**src/sv/mwgp_pkg.sv**
```systemverilog
// Package for the mixed-width glyph placer: payload types, codes and constants.
package mwgp_pkg;

   // Default panel width in pixel columns
   localparam int DISPLAY_WIDTH_DEFAULT = 128;

   // Controller RAM is wider than the panel
   localparam logic [8:0] RAM_COLUMNS = 9'd132;
   localparam logic [8:0] WIDE_RAM_LIMIT = RAM_COLUMNS - 9'd16;
   localparam logic [8:0] NARROW_RAM_LIMIT = RAM_COLUMNS - 9'd8;

   // Glyph kinds
   localparam logic [1:0] KIND_NONE = 2'd0;
   localparam logic [1:0] KIND_ASCII = 2'd1;
   localparam logic [1:0] KIND_HANZI = 2'd2;
   localparam logic [1:0] KIND_SPACE = 2'd3;

   // Configuration register indexes
   localparam logic [2:0] REG_START_LINE = 3'd0;
   localparam logic [2:0] REG_START_COLUMN = 3'd1;
   localparam logic [2:0] REG_INVERT = 3'd2;
   localparam logic [2:0] REG_ASCII_BASE = 3'd3;
   localparam logic [2:0] REG_HANZI_BASE = 3'd4;

   // Code points and font layout
   localparam logic [7:0] WIDE_THRESHOLD = 8'h80;
   localparam logic [7:0] GB_FIRST = 8'hA1;
   localparam logic [7:0] FF_LEAD = 8'hFF;
   localparam logic [7:0] SUB_HI = 8'hA3;
   localparam logic [7:0] SUB_LO = 8'hC0;
   localparam logic [14:0] GB_ROW_SIZE = 15'd94;
   localparam logic [19:0] SPACE_OFFSET = 20'h00200;
   localparam logic [5:0] ASCII_BYTES = 6'd16;
   localparam logic [5:0] HANZI_BYTES = 6'd32;
   localparam logic [2:0] LAST_ROW = 3'd4;

   typedef struct packed {
      logic [7:0] text_byte;
      logic       last_byte;
   } req_payload_type;

   typedef struct packed {
      logic [1:0]  glyph_kind;
      logic [19:0] font_address;
      logic [5:0]  byte_count;
      logic [6:0]  column;
      logic [2:0]  upper_page;
      logic [2:0]  lower_page;
      logic        invert_out;
      logic        bad_code;
      logic        end_of_string;
      logic        last_of_run;
   } rsp_payload_type;

   // Text rows 1..4 sit on upper pages 3,1,7,5
   function automatic logic [2:0] page_of_row(input logic [2:0] row);
      logic [2:0] page;
      case (row)
         3'd1: page = 3'd3;
         3'd2: page = 3'd1;
         3'd3: page = 3'd7;
         3'd4: page = 3'd5;
         default: page = 3'd0;
      endcase
      return page;
   endfunction

endpackage

```
**src/sv/mixed_width_text_glyph_placer_unit.sv**
```systemverilog
// Top level of the mixed-width glyph placer: layout logic, result register and CSR port.
//
//  channel | direction | handshake              | payload
//  --------+-----------+------------------------+-------------------------------
//  req     | in        | req_valid / req_ready  | req_data: text byte, last flag
//  rsp     | out       | rsp_valid / rsp_ready  | rsp_data: one placed glyph
//  csr     | in        | psel / penable, pready | 5 registers at 4*index, 32 bits
//
// One text byte is taken every cycle; each byte yields zero or one result in the
// next cycle, held in the single result register that the layout logic feeds.
// The input stalls only while that result register is full and rsp_ready is low.
// reset is synchronous, active high; it restores register defaults and starts a
// fresh string, with no clearing pass.
module mixed_width_text_glyph_placer_unit #(
   parameter int DISPLAY_WIDTH = mwgp_pkg::DISPLAY_WIDTH_DEFAULT
) (
   input  logic                     clock,
   input  logic                     reset,
   input  logic                     req_valid,
   output logic                     req_ready,
   input  mwgp_pkg::req_payload_type req_data,
   output logic                     rsp_valid,
   input  logic                     rsp_ready,
   output mwgp_pkg::rsp_payload_type rsp_data,
   input  logic                     psel,
   input  logic                     penable,
   input  logic                     pwrite,
   input  logic [4:0]               paddr,
   input  logic [31:0]              pwdata,
   output logic [31:0]              prdata,
   output logic                     pready
);
   import mwgp_pkg::*;

   localparam logic [8:0] WideLimit = 9'(DISPLAY_WIDTH - 16);
   localparam logic [8:0] NarrowLimit = 9'(DISPLAY_WIDTH - 8);

   // Configuration registers
   logic [2:0]  start_line_ff;
   logic [7:0]  start_column_ff;
   logic        invert_ff;
   logic [19:0] ascii_base_ff;
   logic [19:0] hanzi_base_ff;

   // Layout state
   logic [2:0] row_ff, row_in;
   logic [7:0] column_ff, column_in;
   logic [7:0] lead_ff, lead_in;
   logic       pending_ff, pending_in;
   logic       stopped_ff, stopped_in;
   logic       fresh_ff, fresh_in;

   // Result register
   logic            rsp_valid_ff, rsp_valid_in;
   rsp_payload_type rsp_data_ff, rsp_data_in;

   logic       req_fire;
   logic       csr_write;
   logic       emit;
   logic       wide;
   logic       wrap;
   logic [2:0] row_eff;
   logic [7:0] column_eff;
   logic       pending_eff;
   logic       stopped_eff;
   logic [7:0] hi_byte;
   logic [7:0] lo_byte;
   logic [14:0] gb_index;
   logic [2:0]  page;

   assign pready = 1'b1;
   assign csr_write = psel && penable && pwrite;
   assign req_ready = !rsp_valid_ff || rsp_ready;
   assign req_fire = req_valid && req_ready;
   assign rsp_valid = rsp_valid_ff;
   assign rsp_data = rsp_data_ff;

   // Write configuration registers
   always_ff @(posedge clock) begin
      if (reset) begin
         start_line_ff <= 3'd1;
         start_column_ff <= 8'd0;
         invert_ff <= 1'b0;
         ascii_base_ff <= 20'h40000;
         hanzi_base_ff <= 20'h00000;
      end else if (csr_write) begin
         unique case (paddr[4:2])
            REG_START_LINE: start_line_ff <= pwdata[2:0];
            REG_START_COLUMN: start_column_ff <= pwdata[7:0];
            REG_INVERT: invert_ff <= pwdata[0];
            REG_ASCII_BASE: ascii_base_ff <= pwdata[19:0];
            REG_HANZI_BASE: hanzi_base_ff <= pwdata[19:0];
            default: ;
         endcase
      end
   end

   // Read back configuration registers
   always_comb begin
      unique case (paddr[4:2])
         REG_START_LINE: prdata = {29'd0, start_line_ff};
         REG_START_COLUMN: prdata = {24'd0, start_column_ff};
         REG_INVERT: prdata = {31'd0, invert_ff};
         REG_ASCII_BASE: prdata = {12'd0, ascii_base_ff};
         REG_HANZI_BASE: prdata = {12'd0, hanzi_base_ff};
         default: prdata = 32'd0;
      endcase
   end

   // Place the glyph for this byte and work out the next position
   always_comb begin
      // A fresh string reloads its position from configuration
      row_eff = fresh_ff ? start_line_ff : row_ff;
      column_eff = fresh_ff ? start_column_ff : column_ff;
      pending_eff = fresh_ff ? 1'b0 : pending_ff;
      stopped_eff = fresh_ff ? (start_line_ff < 3'd1 || start_line_ff > LAST_ROW ||
                                {1'b0, start_column_ff} > WideLimit)
                             : stopped_ff;

      row_in = row_eff;
      column_in = column_eff;
      lead_in = lead_ff;
      pending_in = pending_eff;
      stopped_in = stopped_eff;
      fresh_in = 1'b0;
      emit = 1'b0;
      rsp_data_in = '0;
      wide = req_data.text_byte > WIDE_THRESHOLD;
      wrap = 1'b0;

      // Substitute the full-width lead code and index the GB2312 table
      hi_byte = lead_ff;
      lo_byte = req_data.text_byte;
      if (hi_byte == FF_LEAD) begin
         hi_byte = SUB_HI;
         lo_byte = SUB_LO;
      end
      gb_index = 15'(({7'd0, hi_byte} - {7'd0, GB_FIRST}) * GB_ROW_SIZE) +
                 ({7'd0, lo_byte} - {7'd0, GB_FIRST});

      if (!stopped_eff) begin
         if (pending_eff) begin
            // Trail byte completes a wide glyph
            if ({1'b0, column_eff} <= WIDE_RAM_LIMIT) begin
               emit = 1'b1;
               rsp_data_in.glyph_kind = KIND_HANZI;
               rsp_data_in.font_address = hanzi_base_ff + {gb_index, 5'd0};
               rsp_data_in.byte_count = HANZI_BYTES;
               rsp_data_in.column = column_eff[6:0];
               rsp_data_in.bad_code = (hi_byte < GB_FIRST) || (lo_byte < GB_FIRST);
            end
            column_in = column_eff + 8'd16;
            pending_in = 1'b0;
         end else begin
            // Wrap check on the first byte of a character
            wrap = {1'b0, column_eff} > (wide ? WideLimit : NarrowLimit);
            if (wrap) begin
               if (wide && {1'b0, column_eff} <= NARROW_RAM_LIMIT) begin
                  emit = 1'b1;
                  rsp_data_in.glyph_kind = KIND_SPACE;
                  rsp_data_in.font_address = ascii_base_ff + SPACE_OFFSET;
                  rsp_data_in.byte_count = ASCII_BYTES;
                  rsp_data_in.column = column_eff[6:0];
               end
               column_in = 8'd0;
               row_in = row_eff + 3'd1;
               if (row_in > LAST_ROW || row_in == 3'd0) begin
                  stopped_in = 1'b1;
               end
            end
            if (!stopped_in) begin
               if (wide) begin
                  lead_in = req_data.text_byte;
                  pending_in = 1'b1;
               end else begin
                  if ({1'b0, column_in} <= NARROW_RAM_LIMIT) begin
                     emit = 1'b1;
                     rsp_data_in.glyph_kind = KIND_ASCII;
                     rsp_data_in.font_address = ascii_base_ff +
                                                {8'd0, req_data.text_byte, 4'd0};
                     rsp_data_in.byte_count = ASCII_BYTES;
                     rsp_data_in.column = column_in[6:0];
                  end
                  column_in = column_in + 8'd8;
               end
            end
         end
      end

      // Page pair follows the row the glyph was drawn on
      page = page_of_row(wrap && rsp_data_in.glyph_kind != KIND_SPACE ? row_in : row_eff);
      if (emit) begin
         rsp_data_in.upper_page = page;
         rsp_data_in.lower_page = page - 3'd1;
         rsp_data_in.invert_out = invert_ff;
      end

      // Close the string on its last byte
      if (req_data.last_byte) begin
         if (!emit) begin
            rsp_data_in = '0;
            emit = 1'b1;
         end
         rsp_data_in.end_of_string = 1'b1;
         fresh_in = 1'b1;
         pending_in = 1'b0;
         stopped_in = 1'b0;
      end
      rsp_data_in.last_of_run = emit;

      // Load the result register on a transaction, drain it when taken
      if (req_fire) begin
         rsp_valid_in = emit;
      end else if (rsp_ready) begin
         rsp_valid_in = 1'b0;
      end else begin
         rsp_valid_in = rsp_valid_ff;
      end
   end

   // Advance layout state and result control
   always_ff @(posedge clock) begin
      if (reset) begin
         fresh_ff <= 1'b1;
         pending_ff <= 1'b0;
         stopped_ff <= 1'b0;
         lead_ff <= 8'd0;
         rsp_valid_ff <= 1'b0;
      end else begin
         rsp_valid_ff <= rsp_valid_in;
         if (req_fire) begin
            fresh_ff <= fresh_in;
            pending_ff <= pending_in;
            stopped_ff <= stopped_in;
            lead_ff <= lead_in;
         end
      end
   end

   // Hold position and result payload
   always_ff @(posedge clock) begin
      if (req_fire) begin
         row_ff <= row_in;
         column_ff <= column_in;
         if (emit) begin
            rsp_data_ff <= rsp_data_in;
         end
      end
   end

`ifndef SYNTHESIS
   // The last byte of a string always leaves a closing result
   assert property (@(posedge clock) disable iff (reset)
      (req_valid && req_ready && req_data.last_byte) |=>
      (rsp_valid && rsp_data.end_of_string))
      else $error("last byte did not produce an end-of-string result");

   // An empty result register never blocks the input
   assert property (@(posedge clock) disable iff (reset)
      !rsp_valid |-> req_ready)
      else $error("input stalled with empty result register");

   // An end-only result is empty and closes the string
   assert property (@(posedge clock) disable iff (reset)
      (rsp_valid && rsp_data.glyph_kind == KIND_NONE) |->
      (rsp_data.end_of_string && rsp_data.byte_count == 6'd0 &&
       rsp_data.font_address == 20'd0))
      else $error("malformed end-only result");
`endif

endmodule
```
**config.mk**
```make
export PLATFORM = sky130hd
export DESIGN_NAME = mixed_width_text_glyph_placer_unit
export DESIGN_NICKNAME = d
export VERILOG_FILES = /design/src/sv/mwgp_pkg.sv /design/src/sv/mixed_width_text_glyph_placer_unit.sv
export SDC_FILE = /design/constraint.sdc
export NUM_CORES = 1
export LEC_CHECK = 0
export BUFFER_PORTS_ARGS = -buffer_cell sky130_fd_sc_hd__buf_2
export CAP_MARGIN = 10
export CORE_AREA = 2 2 127 129
export CTS_CLUSTER_SIZE = 12
export DETAILED_ROUTE_END_ITERATION = 6
export DIE_AREA = 0 0 129 131
export PLACE_DENSITY_LB_ADDON = 0.12
export SLEW_MARGIN = 20
export SYNTH_ARGS = -nofsm -noshare
export SYNTH_HDL_FRONTEND = slang
export SYNTH_SLANG_ARGS = --single-unit
```
**constraint.sdc**
```tcl
create_clock -name clock -period 13.4 [get_ports clock]
set_input_delay 2.01 -clock clock [delete_from_list [all_inputs] [get_ports clock]]
set_output_delay 2.01 -clock clock [all_outputs]
set_load 0.005 [all_outputs]
```
==> impl_metrics.sql, run 1 <==
INSERT INTO impl_metrics (metric_group, metric, value, unit) VALUES
('status', 'result_of_the_run', 'finished, final reports clean', ''),
('setup_path', 'critical_path.most_common_cell', 'sky130_fd_sc_hd__ha_1', ''),
('sta', 'maxSlewHeadroom', '35.6', '%'),
('layout', 'drive_above_1_share', '16.2', '%'),
('sta', 'ratio_of_final_minimum_period_to_clock_period', '52.6', '%'),
('setup_path', 'worst-endpoint-required', '13560', 'ps'),
('floorplanning', 'initial_util', '58.2', '%'),
('sta', 'clock-skew-final', '9.50', 'ps'),
('sta', 'final.setup.worst_slack', '6350', 'ps'),
('global_routing', 'groute.usage.overall', '28.3', '%'),
('sta', 'fmax', '142', 'MHz'),
('setup_path', 'path_class', 'flip-flop to flip-flop', ''),
('global_routing', 'grt_util_met3', '4.52', '%'),
('setup_path', 'cells_along_the_critical_path', 'and4_1 > nand3_1 > and2_1 > xor2_1 > fa_1 > ha_1 > fa_1 > ha_1 > a21o_1 > a21oi_1 > o21bai_1 > a21oi_1 > xnor2_1 > ha_1 > and3_1 > o311ai_0 > nand3_1 > nor2_1 > xnor2_1 > ha_1 > o41ai_1 > o21a_1 > mux2i_1 > o31ai_2', ''),
('logic_synthesis', 'synthesis.instances', '1057', ''),
('clocking', 'ctsLongestPathBuffers', '2', ''),
('global_routing', 'gr-usage-met2', '42.1', '%'),
('sta', 'setup-tns-final', '0', 'ps'),
('setup_path', 'crit_path_start_kind', 'flip-flop', ''),
('route', 'drcViolationCount', '0', ''),
('clocking', 'cts-hold-fix-buffers', '0', ''),
('sta', 'final_hold_viol_count', '0', ''),
('placed_design', 'placedCellCount', '1335', ''),
('route', 'totalWireLength', '23.1', 'mm'),
('logic_synthesis', 'synth-warning-count', '0', ''),
('logic_synthesis', 'synth_sequential_area_ratio', '30.6', '%'),
('placed_design', 'port_buffers', '100', ''),
('floorplanning', 'placement_row_count', '46', ''),
('clocking', 'ctsRootBufferMaster', 'sky130_fd_sc_hd__clkbuf_16', ''),
('floorplanning', 'die_area', '16900', 'sq um'),
('route', 'firstDrtPassIters', '5', ''),
('floorplanning', 'placeableCoreArea', '15600', 'sq um'),
('pwr', 'total_power', '3.10', 'mW'),
('floorplanning', 'width_of_the_die', '129', 'um'),
('placed_design', 'dpl_cell_area', '9650', 'sq um'),
('setup_path', 'path_max_fanout', '11', ''),
('setup_path', 'cp_slowest_stage_delay', '610', 'ps'),
('sta', 'min_period', '7050', 'ps'),
('clocking', 'total_clock_buffers_created_by_cts', '17', ''),
('sta', 'grt_setup_unrepaired', 'false', ''),
('layout', 'final_cells', '1368', ''),
('min_path', 'worst_min_delay_path_category', 'flip-flop to flip-flop', ''),
('floorplanning', 'die_h', '131', 'um'),
('placed_design', 'place.gp.congestion', '0.879', ''),
('sta', 'slew_worst_pin', '966', 'ps'),
('logic_synthesis', 'post_synth_num_cell_types', '88', ''),
('clocking', 'htreeDepth', '4', ''),
('route', 'route.detailed.vias_per_inst', '5.78', ''),
('route', 'drt_initial_violations', '629', ''),
('setup_path', 'arrival', '7210', 'ps'),
('sta', 'timing_max_transition_violations_final', '0', ''),
('clocking', 'clk_pin_slew_worst_setup_hold_paths', '60', 'ps'),
('logic_synthesis', 'synth.ff_latch_count', '114', ''),
('logic_synthesis', 'syn-cell-area', '9080', 'sq um'),
('pwr', 'highest_ir_drop_seen_on_vdd', '0.000350', 'V'),
('setup_path', 'setup.worst_path.end_class', 'flip-flop', ''),
('clocking', 'tritoncts_num_sinks', '114', ''),
('clocking', 'post_cts.repair.setup_buffers', '0', ''),
('layout', 'finish.net_count', '1280', ''),
('logic_synthesis', 'async_reset_ff_share', '0', '%'),
('global_routing', 'grt_pass1_vias', '7258', ''),
('global_routing', 'grt_first_pass_wirelength', '36.9', 'mm'),
('placed_design', 'detailed_place_hpwl', '17.2', 'mm'),
('global_routing', 'largest_net_degree_at_the_start_of_global_routing', '65', ''),
('route', 'wl_per_cell', '16.9', 'um'),
('sta', 'setup_viol_count_final', '0', ''),
('pwr', 'p_leak', '4.45', 'nW'),
('logic_synthesis', 'syn_area_per_cell', '8.59', 'sq um'),
('global_routing', 'antenna_found_initial', '1', ''),
('pwr', 'power_density', '302', 'nW/um^2'),
('clocking', 'cts_tree', 'done', '');
Yosys cell counts, types with 4 or more instances:
cell / n / area share (%)
sky130_fd_sc_hd__a222oi_1: 4 / 0.44
sky130_fd_sc_hd__nor3_1: 26 / 1.4
sky130_fd_sc_hd__buf_1: 5 / 0.21
sky130_fd_sc_hd__o211ai_1: 9 / 0.74
sky130_fd_sc_hd__and3_1: 8 / 0.55
sky130_fd_sc_hd__buf_4: 19 / 1.6
sky130_fd_sc_hd__o22ai_1: 4 / 0.28
sky130_fd_sc_hd__a22oi_1: 12 / 0.99
sky130_fd_sc_hd__xor2_1: 20 / 1.9
sky130_fd_sc_hd__nor2b_1: 6 / 0.41
sky130_fd_sc_hd__inv_1: 66 / 2.7
sky130_fd_sc_hd__o21ai_0: 32 / 1.8
sky130_fd_sc_hd__ha_1: 67 / 9.2
sky130_fd_sc_hd__or2_2: 6 / 0.41
sky130_fd_sc_hd__buf_2: 8 / 0.44
sky130_fd_sc_hd__a21oi_1: 99 / 5.5
sky130_fd_sc_hd__nand3_1: 22 / 1.2
sky130_fd_sc_hd__fa_1: 22 / 4.9
sky130_fd_sc_hd__xnor2_1: 46 / 4.4
sky130_fd_sc_hd__clkbuf_1: 28 / 1.2
sky130_fd_sc_hd__o21bai_1: 8 / 0.66
sky130_fd_sc_hd__mux2_2: 7 / 0.87
sky130_fd_sc_hd__a31oi_1: 6 / 0.41
sky130_fd_sc_hd__nor2_1: 99 / 4.1
sky130_fd_sc_hd__o41ai_1: 6 / 0.58
sky130_fd_sc_hd__o21a_1: 6 / 0.50
sky130_fd_sc_hd__or3_1: 6 / 0.41
sky130_fd_sc_hd__and2_1: 8 / 0.55
sky130_fd_sc_hd__nand2b_1: 8 / 0.55
sky130_fd_sc_hd__nand4_1: 4 / 0.28
sky130_fd_sc_hd__a21o_1: 10 / 0.83
sky130_fd_sc_hd__a221oi_1: 5 / 0.48
sky130_fd_sc_hd__edfxtp_1: 50 / 17
sky130_fd_sc_hd__mux2i_1: 28 / 3.1
sky130_fd_sc_hd__nand2_1: 142 / 5.9
sky130_fd_sc_hd__a22o_1: 12 / 1.2
sky130_fd_sc_hd__nor4_1: 6 / 0.41
sky130_fd_sc_hd__o21ai_1: 6 / 0.33
sky130_fd_sc_hd__dfxtp_1: 64 / 14
registers in the layout, summed over array words and instances (netlist names), 3 cells and up:
signal	cells
lead_ff	8
column_ff	8
ascii_base_ff	20
rsp_data	39
start_column_ff	8
row_ff	3
start_line_ff	3
hanzi_base_ff	20
cells by family after synthesis:
group           synth area share, %
buf+inv                        6.44
xor+xnor                       7.15
flops                          30.6
fa+ha+maj                      14.1
compound gates                 18.4
simple gates                   18.3
mux                            4.88
other cells                  0.0827
path summary, 6_finish.rpt:
path / from / end / depth (start not counted)
worst max-delay path: lead_ff[2] / rsp_data[41] / 24
worst min-delay path: hanzi_base_ff[0] / hanzi_base_ff[0] / 2
worst max register to register: lead_ff[2] / rsp_data[41] / 24
worst min register to register: hanzi_base_ff[0] / hanzi_base_ff[0] / 2
cell usage in the layout (no fill, tap or decap), types with 22 or more instances in the layout:
master                     Yosys  layout
sky130_fd_sc_hd__nand2_1     142     142
sky130_fd_sc_hd__buf_2         8     100
sky130_fd_sc_hd__a21oi_1      99      99
sky130_fd_sc_hd__nor2_1       99      98
sky130_fd_sc_hd__ha_1         67      67
sky130_fd_sc_hd__inv_1        66      66
sky130_fd_sc_hd__dfxtp_1      64      64
sky130_fd_sc_hd__edfxtp_1     50      50
sky130_fd_sc_hd__xnor2_1      46      46
sky130_fd_sc_hd__o21ai_0      32      32
sky130_fd_sc_hd__mux2i_1      28      28
sky130_fd_sc_hd__nor3_1       26      25
sky130_fd_sc_hd__nand3_1      22      22
sky130_fd_sc_hd__fa_1         22      22
routing by layer:
layer | routed length [um] | vias to the layer above
li1 | - | 3883
met5 | 0 | -
met2 | 9960 | 318
met1 | 11000 | 3669
met4 | 571 | 0
met3 | 1640 | 37
worst max-delay path, delay by kind of cell, from the launching register on:
kind / cells / cell delay (ps)
multiplexers: 1 / 310
flip-flops: 1 / 550
adder cells (fa/ha/maj): 6 / 2230
AND/OR/NAND/NOR: 6 / 1300
XOR/XNOR: 3 / 630
AO/OA/AOI/OAI: 8 / 1760
layout make-up:
type,count,area [sq um]
diodes,1,2.50
clock buffers,17,425
clock inverters,15,180
fillers,1343,5340
inverters,68,255
multi-input cells,829,5790
flip-flops and latches,114,2780
well taps,216,270
repair buffers,108,561
report_power, final:
group | leakage, nW | switching [mW] | internal, mW | total (mW)
Sequential | 1.01 | 0.00796 | 0.380 | 0.388
Clock | 0.298 | 0.178 | 0.294 | 0.472
Combinational | 3.14 | 1.20 | 1.04 | 2.24
Note: power is estimated with default switching activity, not from simulation.
==> inputs of run 2 (changes only) <==
--- a/config.mk
+++ b/config.mk
@@ -7,10 +7,10 @@
 export LEC_CHECK = 0
 export BUFFER_PORTS_ARGS = -buffer_cell sky130_fd_sc_hd__buf_2
 export CAP_MARGIN = 10
-export CORE_AREA = 2 2 127 129
+export CORE_AREA = 2 2 128 130
 export CTS_CLUSTER_SIZE = 12
 export DETAILED_ROUTE_END_ITERATION = 6
-export DIE_AREA = 0 0 129 131
+export DIE_AREA = 0 0 130 132
 export PLACE_DENSITY_LB_ADDON = 0.12
 export SLEW_MARGIN = 20
 export SYNTH_ARGS = -nofsm -noshare
==> constraint.sdc (replaced) <==
create_clock -name clock -period 6.9 [get_ports clock]
set_input_delay 1.035 -clock clock [delete_from_list [all_inputs] [get_ports clock]]
set_output_delay 1.035 -clock clock [all_outputs]
set_load 0.005 [all_outputs]
==> run 2 against run 1 <==
Design area rose by 0.72%. Fmax rose by 6.7%. Register-to-register slack got worse by 6100 ps. Non-clock buffer count rose by 7. Flip-flop and latch count did not move. Sequential share of layout area fell by 0.19 points. Count of clock-buffer cells in the layout rose by 1. Critical endpoint unchanged.
==> impl_metrics.sql, run 2 (synthesis gave the netlist of run 1 again) <==
INSERT INTO impl_metrics (metric_group, metric, value, unit) VALUES
('sta', 'final_hold_viol_count', '0', ''),
('route', 'firstDrtPassIters', '5', ''),
('layout', 'finish.net_count', '1287', ''),
('floorplanning', 'placeableCoreArea', '15700', 'sq um'),
('global_routing', 'overflow', '0', ''),
('setup_path', 'reg2reg_slack', '290', 'ps'),
('floorplanning', 'die_h', '132', 'um'),
('placed_design', 'port_buffers', '100', ''),
('pwr', 'p_leak', '4.47', 'nW'),
('floorplanning', 'initial_util', '57.8', '%'),
('clocking', 'cts_tree', 'done', ''),
('route', 'totalWireLength', '23.2', 'mm'),
('sta', 'clock-skew-final', '13.7', 'ps'),
('route', 'drt_initial_violations', '681', ''),
('min_path', 'worst_min_delay_path_category', 'flip-flop to flip-flop', ''),
('placed_design', 'place.gp.congestion', '0.892', ''),
('clocking', 'htreeDepth', '4', ''),
('layout', 'drive_above_1_share', '17.3', '%'),
('route', 'ant_nets', '0', ''),
('global_routing', 'grt_pass1_vias', '7194', ''),
('placed_design', 'dpl_cell_area', '9690', 'sq um'),
('pwr', 'power_density', '602', 'nW/um^2'),
('layout', 'area_growth', '13.8', '%'),
('setup_path', 'path_max_fanout', '6', ''),
('clocking', 'cts-hold-fix-buffers', '0', ''),
('setup_path', 'crit_slowest_cell', 'sky130_fd_sc_hd__fa_1', ''),
('sta', 'timing_max_transition_violations_final', '0', ''),
('clocking', 'tritoncts_num_sinks', '114', ''),
('pwr', 'power.share.sequential', '12.1', '%'),
('pwr', 'switchingPower', '2.80', 'mW'),
('floorplanning', 'die_area', '17200', 'sq um'),
('route', 'wl_per_cell', '16.8', 'um'),
('clocking', 'ctsRootBufferMaster', 'sky130_fd_sc_hd__clkbuf_16', ''),
('sta', 'ratio_of_final_minimum_period_to_clock_period', '95.7', '%'),
('layout', 'largest_register_ff_count', '39', ''),
('floorplanning', 'width_of_the_die', '130', 'um'),
('global_routing', 'largest_net_degree_at_the_start_of_global_routing', '65', ''),
('layout', 'layout.cell_area.non_filler', '10300', 'sq um'),
('sta', 'fmax', '151', 'MHz'),
('pwr', 'highest_ir_drop_seen_on_vdd', '0.000712', 'V'),
('setup_path', 'setup.worst_path.end_class', 'flip-flop', ''),
('clocking', 'ctsLongestPathBuffers', '2', ''),
('global_routing', 'antenna_found_initial', '1', ''),
('sta', 'maxSlewHeadroom', '33.3', '%'),
('global_routing', 'grt_first_pass_wirelength', '37.5', 'mm'),
('clocking', 'clkLatencyLatePin', '430', 'ps'),
('setup_path', 'crit_path_start_kind', 'flip-flop', ''),
('layout', 'most_common_cell_after_layout_fill_and_taps_aside', 'sky130_fd_sc_hd__nand2_1', ''),
('clocking', 'clk_pin_slew_worst_setup_hold_paths', '60', 'ps'),
('route', 'drcViolationCount', '0', ''),
('pwr', 'share_clk_of_total_power', '14.1', '%'),
('route', 'route.detailed.vias_per_inst', '5.74', ''),
('setup_path', 'arrival', '6760', 'ps'),
('sta', 'min_period', '6610', 'ps'),
('sta', 'slew_worst_pin', '1000', 'ps'),
('floorplanning', 'placement_row_count', '46', ''),
('pwr', 'p_int', '3.42', 'mW'),
('floorplanning', 'floorplan.io_pins', '133', ''),
('flow_run', 'maxCapViolCount', '0', ''),
('sta', 'setup-tns-final', '0', 'ps'),
('global_routing', 'groute.usage.overall', '27.8', '%'),
('layout', 'layout.cells.most_common_list', '142 x sky130_fd_sc_hd__nand2_1, 99 x sky130_fd_sc_hd__buf_2, 97 x sky130_fd_sc_hd__nor2_1, 97 x sky130_fd_sc_hd__a21oi_1', ''),
('setup_path', 'worst-endpoint-required', '7060', 'ps'),
('sta', 'setup_viol_count_final', '0', ''),
('setup_path', 'path_class', 'flip-flop to flip-flop', ''),
('status', 'result_of_the_run', 'finished, final reports clean', ''),
('pwr', 'comb_power_share', '73.9', '%'),
('placed_design', 'detailed_place_hpwl', '17.1', 'mm'),
('layout', 'fillerInstances', '1337', ''),
('clocking', 'total_clock_buffers_created_by_cts', '17', ''),
('route', 'vias', '7895', ''),
('pwr', 'p_sw_share', '45.0', '%'),
('setup_path', 'cp_slowest_stage_delay', '560', 'ps');
## run 2: path summary, 6_finish.rpt
check	start	to	cells past startpoint
min	hanzi_base_ff[1]	hanzi_base_ff[1]	2
max reg2reg	lead_ff[2]	rsp_data[41]	26
max	lead_ff[2]	rsp_data[41]	26
min reg2reg	hanzi_base_ff[1]	hanzi_base_ff[1]	2
## run 2: critical path, delay by kind of cell (launching register included)
family | cells | cell delay (ps)
AO/OA/AOI/OAI | 6 | 850
adder cells (fa/ha/maj) | 6 | 2560
XOR/XNOR | 3 | 520
AND/OR/NAND/NOR | 6 | 1390
flip-flops | 1 | 370
multiplexers | 1 | 260
buffers and inverters | 4 | 400
## run 2: cell type report
cell class	count	area (sq um)	area share (%)
Tap cell	216	270	2.61
Inverter	68	255	2.47
Clock inverter	14	155	1.50
Clock buffer	18	429	4.15
Timing Repair Buffer	115	616	5.96
Antenna cell	1	2.50	0.0242
Sequential cell	114	2780	26.9
Multi-Input combinational cell	829	5830	56.4
## run 2: per-layer routing
metal  wire length [um]  part of all wire [%]  track usage, %
met5                  0                     0               0
met4                365                   1.6            8.42
met3               1540                   6.6            4.71
met2              10200                    44            39.9
met1              11000                    48            42.8
## run 2: metrics by stage
| step | hold WS (ps) | setup slack [ps] | std cells | total power, mW | utilization, % |
|---|---|---|---|---|---|
| 3_5_place_dp | 463 | 184 | 1340 | 5.06 | 61.7 |
| 4_1_cts | 472 | 63.2 | 1372 | 6.01 | 65.4 |
| 5_1_grt | 495 | -39.8 | 1375 | 6.78 | 65.8 |
| 2_1_floorplan | 442 | 718 | 1073 | 4.37 | - |
| 3_3_place_gp | 457 | 289 | 1340 | 4.99 | 61.7 |
| 6_report | 472 | 293 | 1375 | 6.23 | 65.8 |
## run 2: timing repair
action | 4_1_cts | 5_1_grt
setup buffers | 0 | 2
gates resized for setup | 0 | 8
endpoints found under the setup margin | 0 | 4
## run 2: power groups by stage
stage | Clock [mW] | Sequential, mW | Combinational [mW]
finish | 0.875 | 0.753 | 4.60
CTS | 0.887 | 0.753 | 4.37
global route | 0.917 | 0.756 | 5.10
floorplan | 0 | 0.767 | 3.60
global placement | 0 | 0.767 | 4.22
detailed placement | 0 | 0.767 | 4.29
==> inputs of run 3 (changes only) <==
--- a/config.mk
+++ b/config.mk
@@ -7,10 +7,11 @@
 export LEC_CHECK = 0
 export BUFFER_PORTS_ARGS = -buffer_cell sky130_fd_sc_hd__buf_2
 export CAP_MARGIN = 10
-export CORE_AREA = 2 2 128 130
+export CORE_AREA = 2 2 138 140
 export CTS_CLUSTER_SIZE = 12
 export DETAILED_ROUTE_END_ITERATION = 6
-export DIE_AREA = 0 0 130 132
+export DIE_AREA = 0 0 140 142
+export GPL_TIMING_DRIVEN = 0
 export PLACE_DENSITY_LB_ADDON = 0.12
 export SLEW_MARGIN = 20
 export SYNTH_ARGS = -nofsm -noshare
==> run 3 against run 2 <==
Design area grew 4.4%. Highest routed layer unchanged. Fmax shrank 0.14%. Non-clock buffer count grew 52. Register-to-register slack is essentially flat. Total power grew 4.9%. Cell count grew 5.1%. The run now ends with DRC left. Die area grew 16%. Via count grew 3.0%. Clock power grew 6.9%.
==> impl_metrics.sql, run 3 (synthesis gave the netlist of run 1 again) <==
INSERT INTO impl_metrics (metric_group, metric, value, unit) VALUES
('setup_path', 'setup.worst_path.end_class', 'flip-flop', ''),
('layout', 'layout.cells.most_common_list', '141 x sky130_fd_sc_hd__nand2_1, 105 x sky130_fd_sc_hd__buf_2, 98 x sky130_fd_sc_hd__nor2_1', ''),
('floorplanning', 'placeableCoreArea', '18500', 'sq um'),
('sta', 'finalHoldWorstSlack', '476', 'ps'),
('route', 'totalWireLength', '26.1', 'mm'),
('placed_design', 'placedCellCount', '1407', ''),
('setup_path', 'cp_slowest_stage_delay', '580', 'ps'),
('sta', 'grt_setup_unrepaired', 'true', ''),
('route', 'wl_per_cell', '18.1', 'um'),
('setup_path', 'arrival', '6780', 'ps'),
('layout', 'fillerInstances', '1658', ''),
('layout', 'final_cells', '1445', ''),
('layout', 'area_growth', '18.8', '%'),
('global_routing', 'grt_pass1_vias', '7628', ''),
('sta', 'final_hold_viol_count', '0', ''),
('layout', 'largest_register_ff_count', '39', ''),
('global_routing', 'largest_net_degree_at_the_start_of_global_routing', '22', ''),
('sta', 'fmax', '151', 'MHz'),
('status', 'result_of_the_run', 'complete, but fails checks', ''),
('setup_path', 'path_class', 'flip-flop to flip-flop', ''),
('placed_design', 'place.gp.congestion', '0.915', ''),
('sta', 'ratio_of_final_minimum_period_to_clock_period', '95.9', '%'),
('floorplanning', 'placement_row_count', '50', ''),
('clocking', 'ctsRootBufferMaster', 'sky130_fd_sc_hd__clkbuf_16', ''),
('clocking', 'clkLatencyLatePin', '430', 'ps'),
('layout', 'most_common_cell_after_layout_fill_and_taps_aside', 'sky130_fd_sc_hd__nand2_1', ''),
('layout', 'drive_above_1_share', '18.6', '%'),
('sta', 'maxSlewHeadroom', '32.0', '%'),
('clocking', 'cts_tree', 'done', ''),
('placed_design', 'dpl_cell_area', '9970', 'sq um'),
('clocking', 'htreeDepth', '4', ''),
('route', 'route.detailed.vias_per_inst', '5.63', ''),
('floorplanning', 'initial_util', '49.2', '%'),
('floorplanning', 'floorplan.io_pins', '133', ''),
('sta', 'setup_viol_count_final', '0', ''),
('global_routing', 'groute.usage.overall', '26.6', '%'),
('route', 'ant_nets', '0', ''),
('placed_design', 'detailed_place_hpwl', '20.0', 'mm'),
('setup_path', 'worst-endpoint-required', '7060', 'ps'),
('status', 'failed_checks', 'DRC', ''),
('pwr', 'highest_ir_drop_seen_on_vdd', '0.00103', 'V'),
('flow_run', 'maxCapViolCount', '0', ''),
('layout', 'finish.net_count', '1339', ''),
('min_path', 'worst_min_delay_path_category', 'flip-flop to flip-flop', ''),
('pwr', 'power_density', '605', 'nW/um^2'),
('global_routing', 'antenna_found_initial', '1', ''),
('pwr', 'p_leak', '4.68', 'nW'),
('route', 'drcViolationCount', '18', ''),
('placed_design', 'port_buffers', '98', ''),
('route', 'vias', '8129', ''),
('sta', 'setup-tns-final', '0', 'ps'),
('floorplanning', 'width_of_the_die', '140', 'um'),
('clocking', 'tritoncts_num_sinks', '114', ''),
('sta', 'timing_max_transition_violations_final', '0', ''),
('layout', 'layout.cell_area.non_filler', '10800', 'sq um'),
('route', 'drt_initial_violations', '655', ''),
('route', 'firstDrtPassIters', '7', ''),
('sta', 'clock-skew-final', '9.14', 'ps'),
('global_routing', 'grt_first_pass_wirelength', '41.2', 'mm'),
('setup_path', 'path_max_fanout', '10', ''),
('global_routing', 'overflow', '0', ''),
('clocking', 'ctsLongestPathBuffers', '2', ''),
('sta', 'min_period', '6620', 'ps'),
('setup_path', 'crit_path_start_kind', 'flip-flop', ''),
('sta', 'slew_worst_pin', '1010', 'ps'),
('floorplanning', 'die_h', '142', 'um'),
('clocking', 'clk_pin_slew_worst_setup_hold_paths', '50', 'ps'),
('setup_path', 'crit_slowest_cell', 'sky130_fd_sc_hd__fa_1', ''),
('floorplanning', 'die_area', '19900', 'sq um'),
('clocking', 'total_clock_buffers_created_by_cts', '17', '');
==> run 3: stage by stage <==
step                      utilization (%)  total power, mW  setup WS, ps
after detailed placement             54.0             5.14         -38.2
after global placement               53.8             5.11          -482
after CTS                            57.5             6.13          3.08
final                                58.5             6.53           284
after floorplan                         -             4.37           718
after global routing                 58.4             7.11         -91.8
==> run 3: routing by layer <==
| layer | routed length, um | vias up | GRT usage [%] |
|---|---|---|---|
| met3 | 1780 | 51 | 6.12 |
| met1 | 12100 | 3767 | 37.1 |
| met5 | 0 | - | 0 |
| li1 | - | 3993 | - |
| met4 | 736 | 0 | 9.20 |
| met2 | 11500 | 318 | 41.0 |
==> run 3: final cells by class <==
| cell class | instances | area, sq um | share of cell area [%] |
|---|---|---|---|
| Multi-Input combinational cell | 829 | 5930 | 54.9 |
| Sequential cell | 114 | 2780 | 25.8 |
| Timing Repair Buffer | 105 | 571 | 5.29 |
| Clock buffer | 22 | 465 | 4.31 |
| Buffer | 62 | 335 | 3.11 |
| Tap cell | 234 | 293 | 2.71 |
| Inverter | 68 | 255 | 2.37 |
| Clock inverter | 10 | 158 | 1.46 |
| Antenna cell | 1 | 2.50 | 0.0232 |
==> run 3: final timing paths <==
check                           cells after the start        startpoint               end  slack, ps
worst max-delay path                               28        lead_ff[1]      rsp_data[41]        280
worst min-delay path                                2  ascii_base_ff[2]  ascii_base_ff[2]        480
worst max register to register                     28        lead_ff[1]      rsp_data[41]        280
worst min register to register                      2  ascii_base_ff[2]  ascii_base_ff[2]        480
==> run 3: critical path: cells and delay by family (launching register included) <==
kind | cells | cell delay, ps
DFF | 1 | 340
and+or+nand+nor | 6 | 1350
adders and majority gates | 7 | 2610
muxes | 1 | 270
buffers and inverters | 5 | 470
AOI/OAI and AO/OA | 7 | 1020
xor gates and xnor gates | 2 | 290
==> run 3: power breakdown <==
part           leakage (nW)  internal, mW  switching, mW
registers              1.01         0.739         0.0140
logic                  3.36          2.31           2.54
clock network         0.307         0.623          0.311
==> run 3: repair_timing <==
item / CTS / global route
endpoints found under the setup margin: 1 / 4
hold buffers: 0 / 0
gates resized for setup: 2 / 22
pin swaps: 0 / 9
setup buffers: 0 / 5
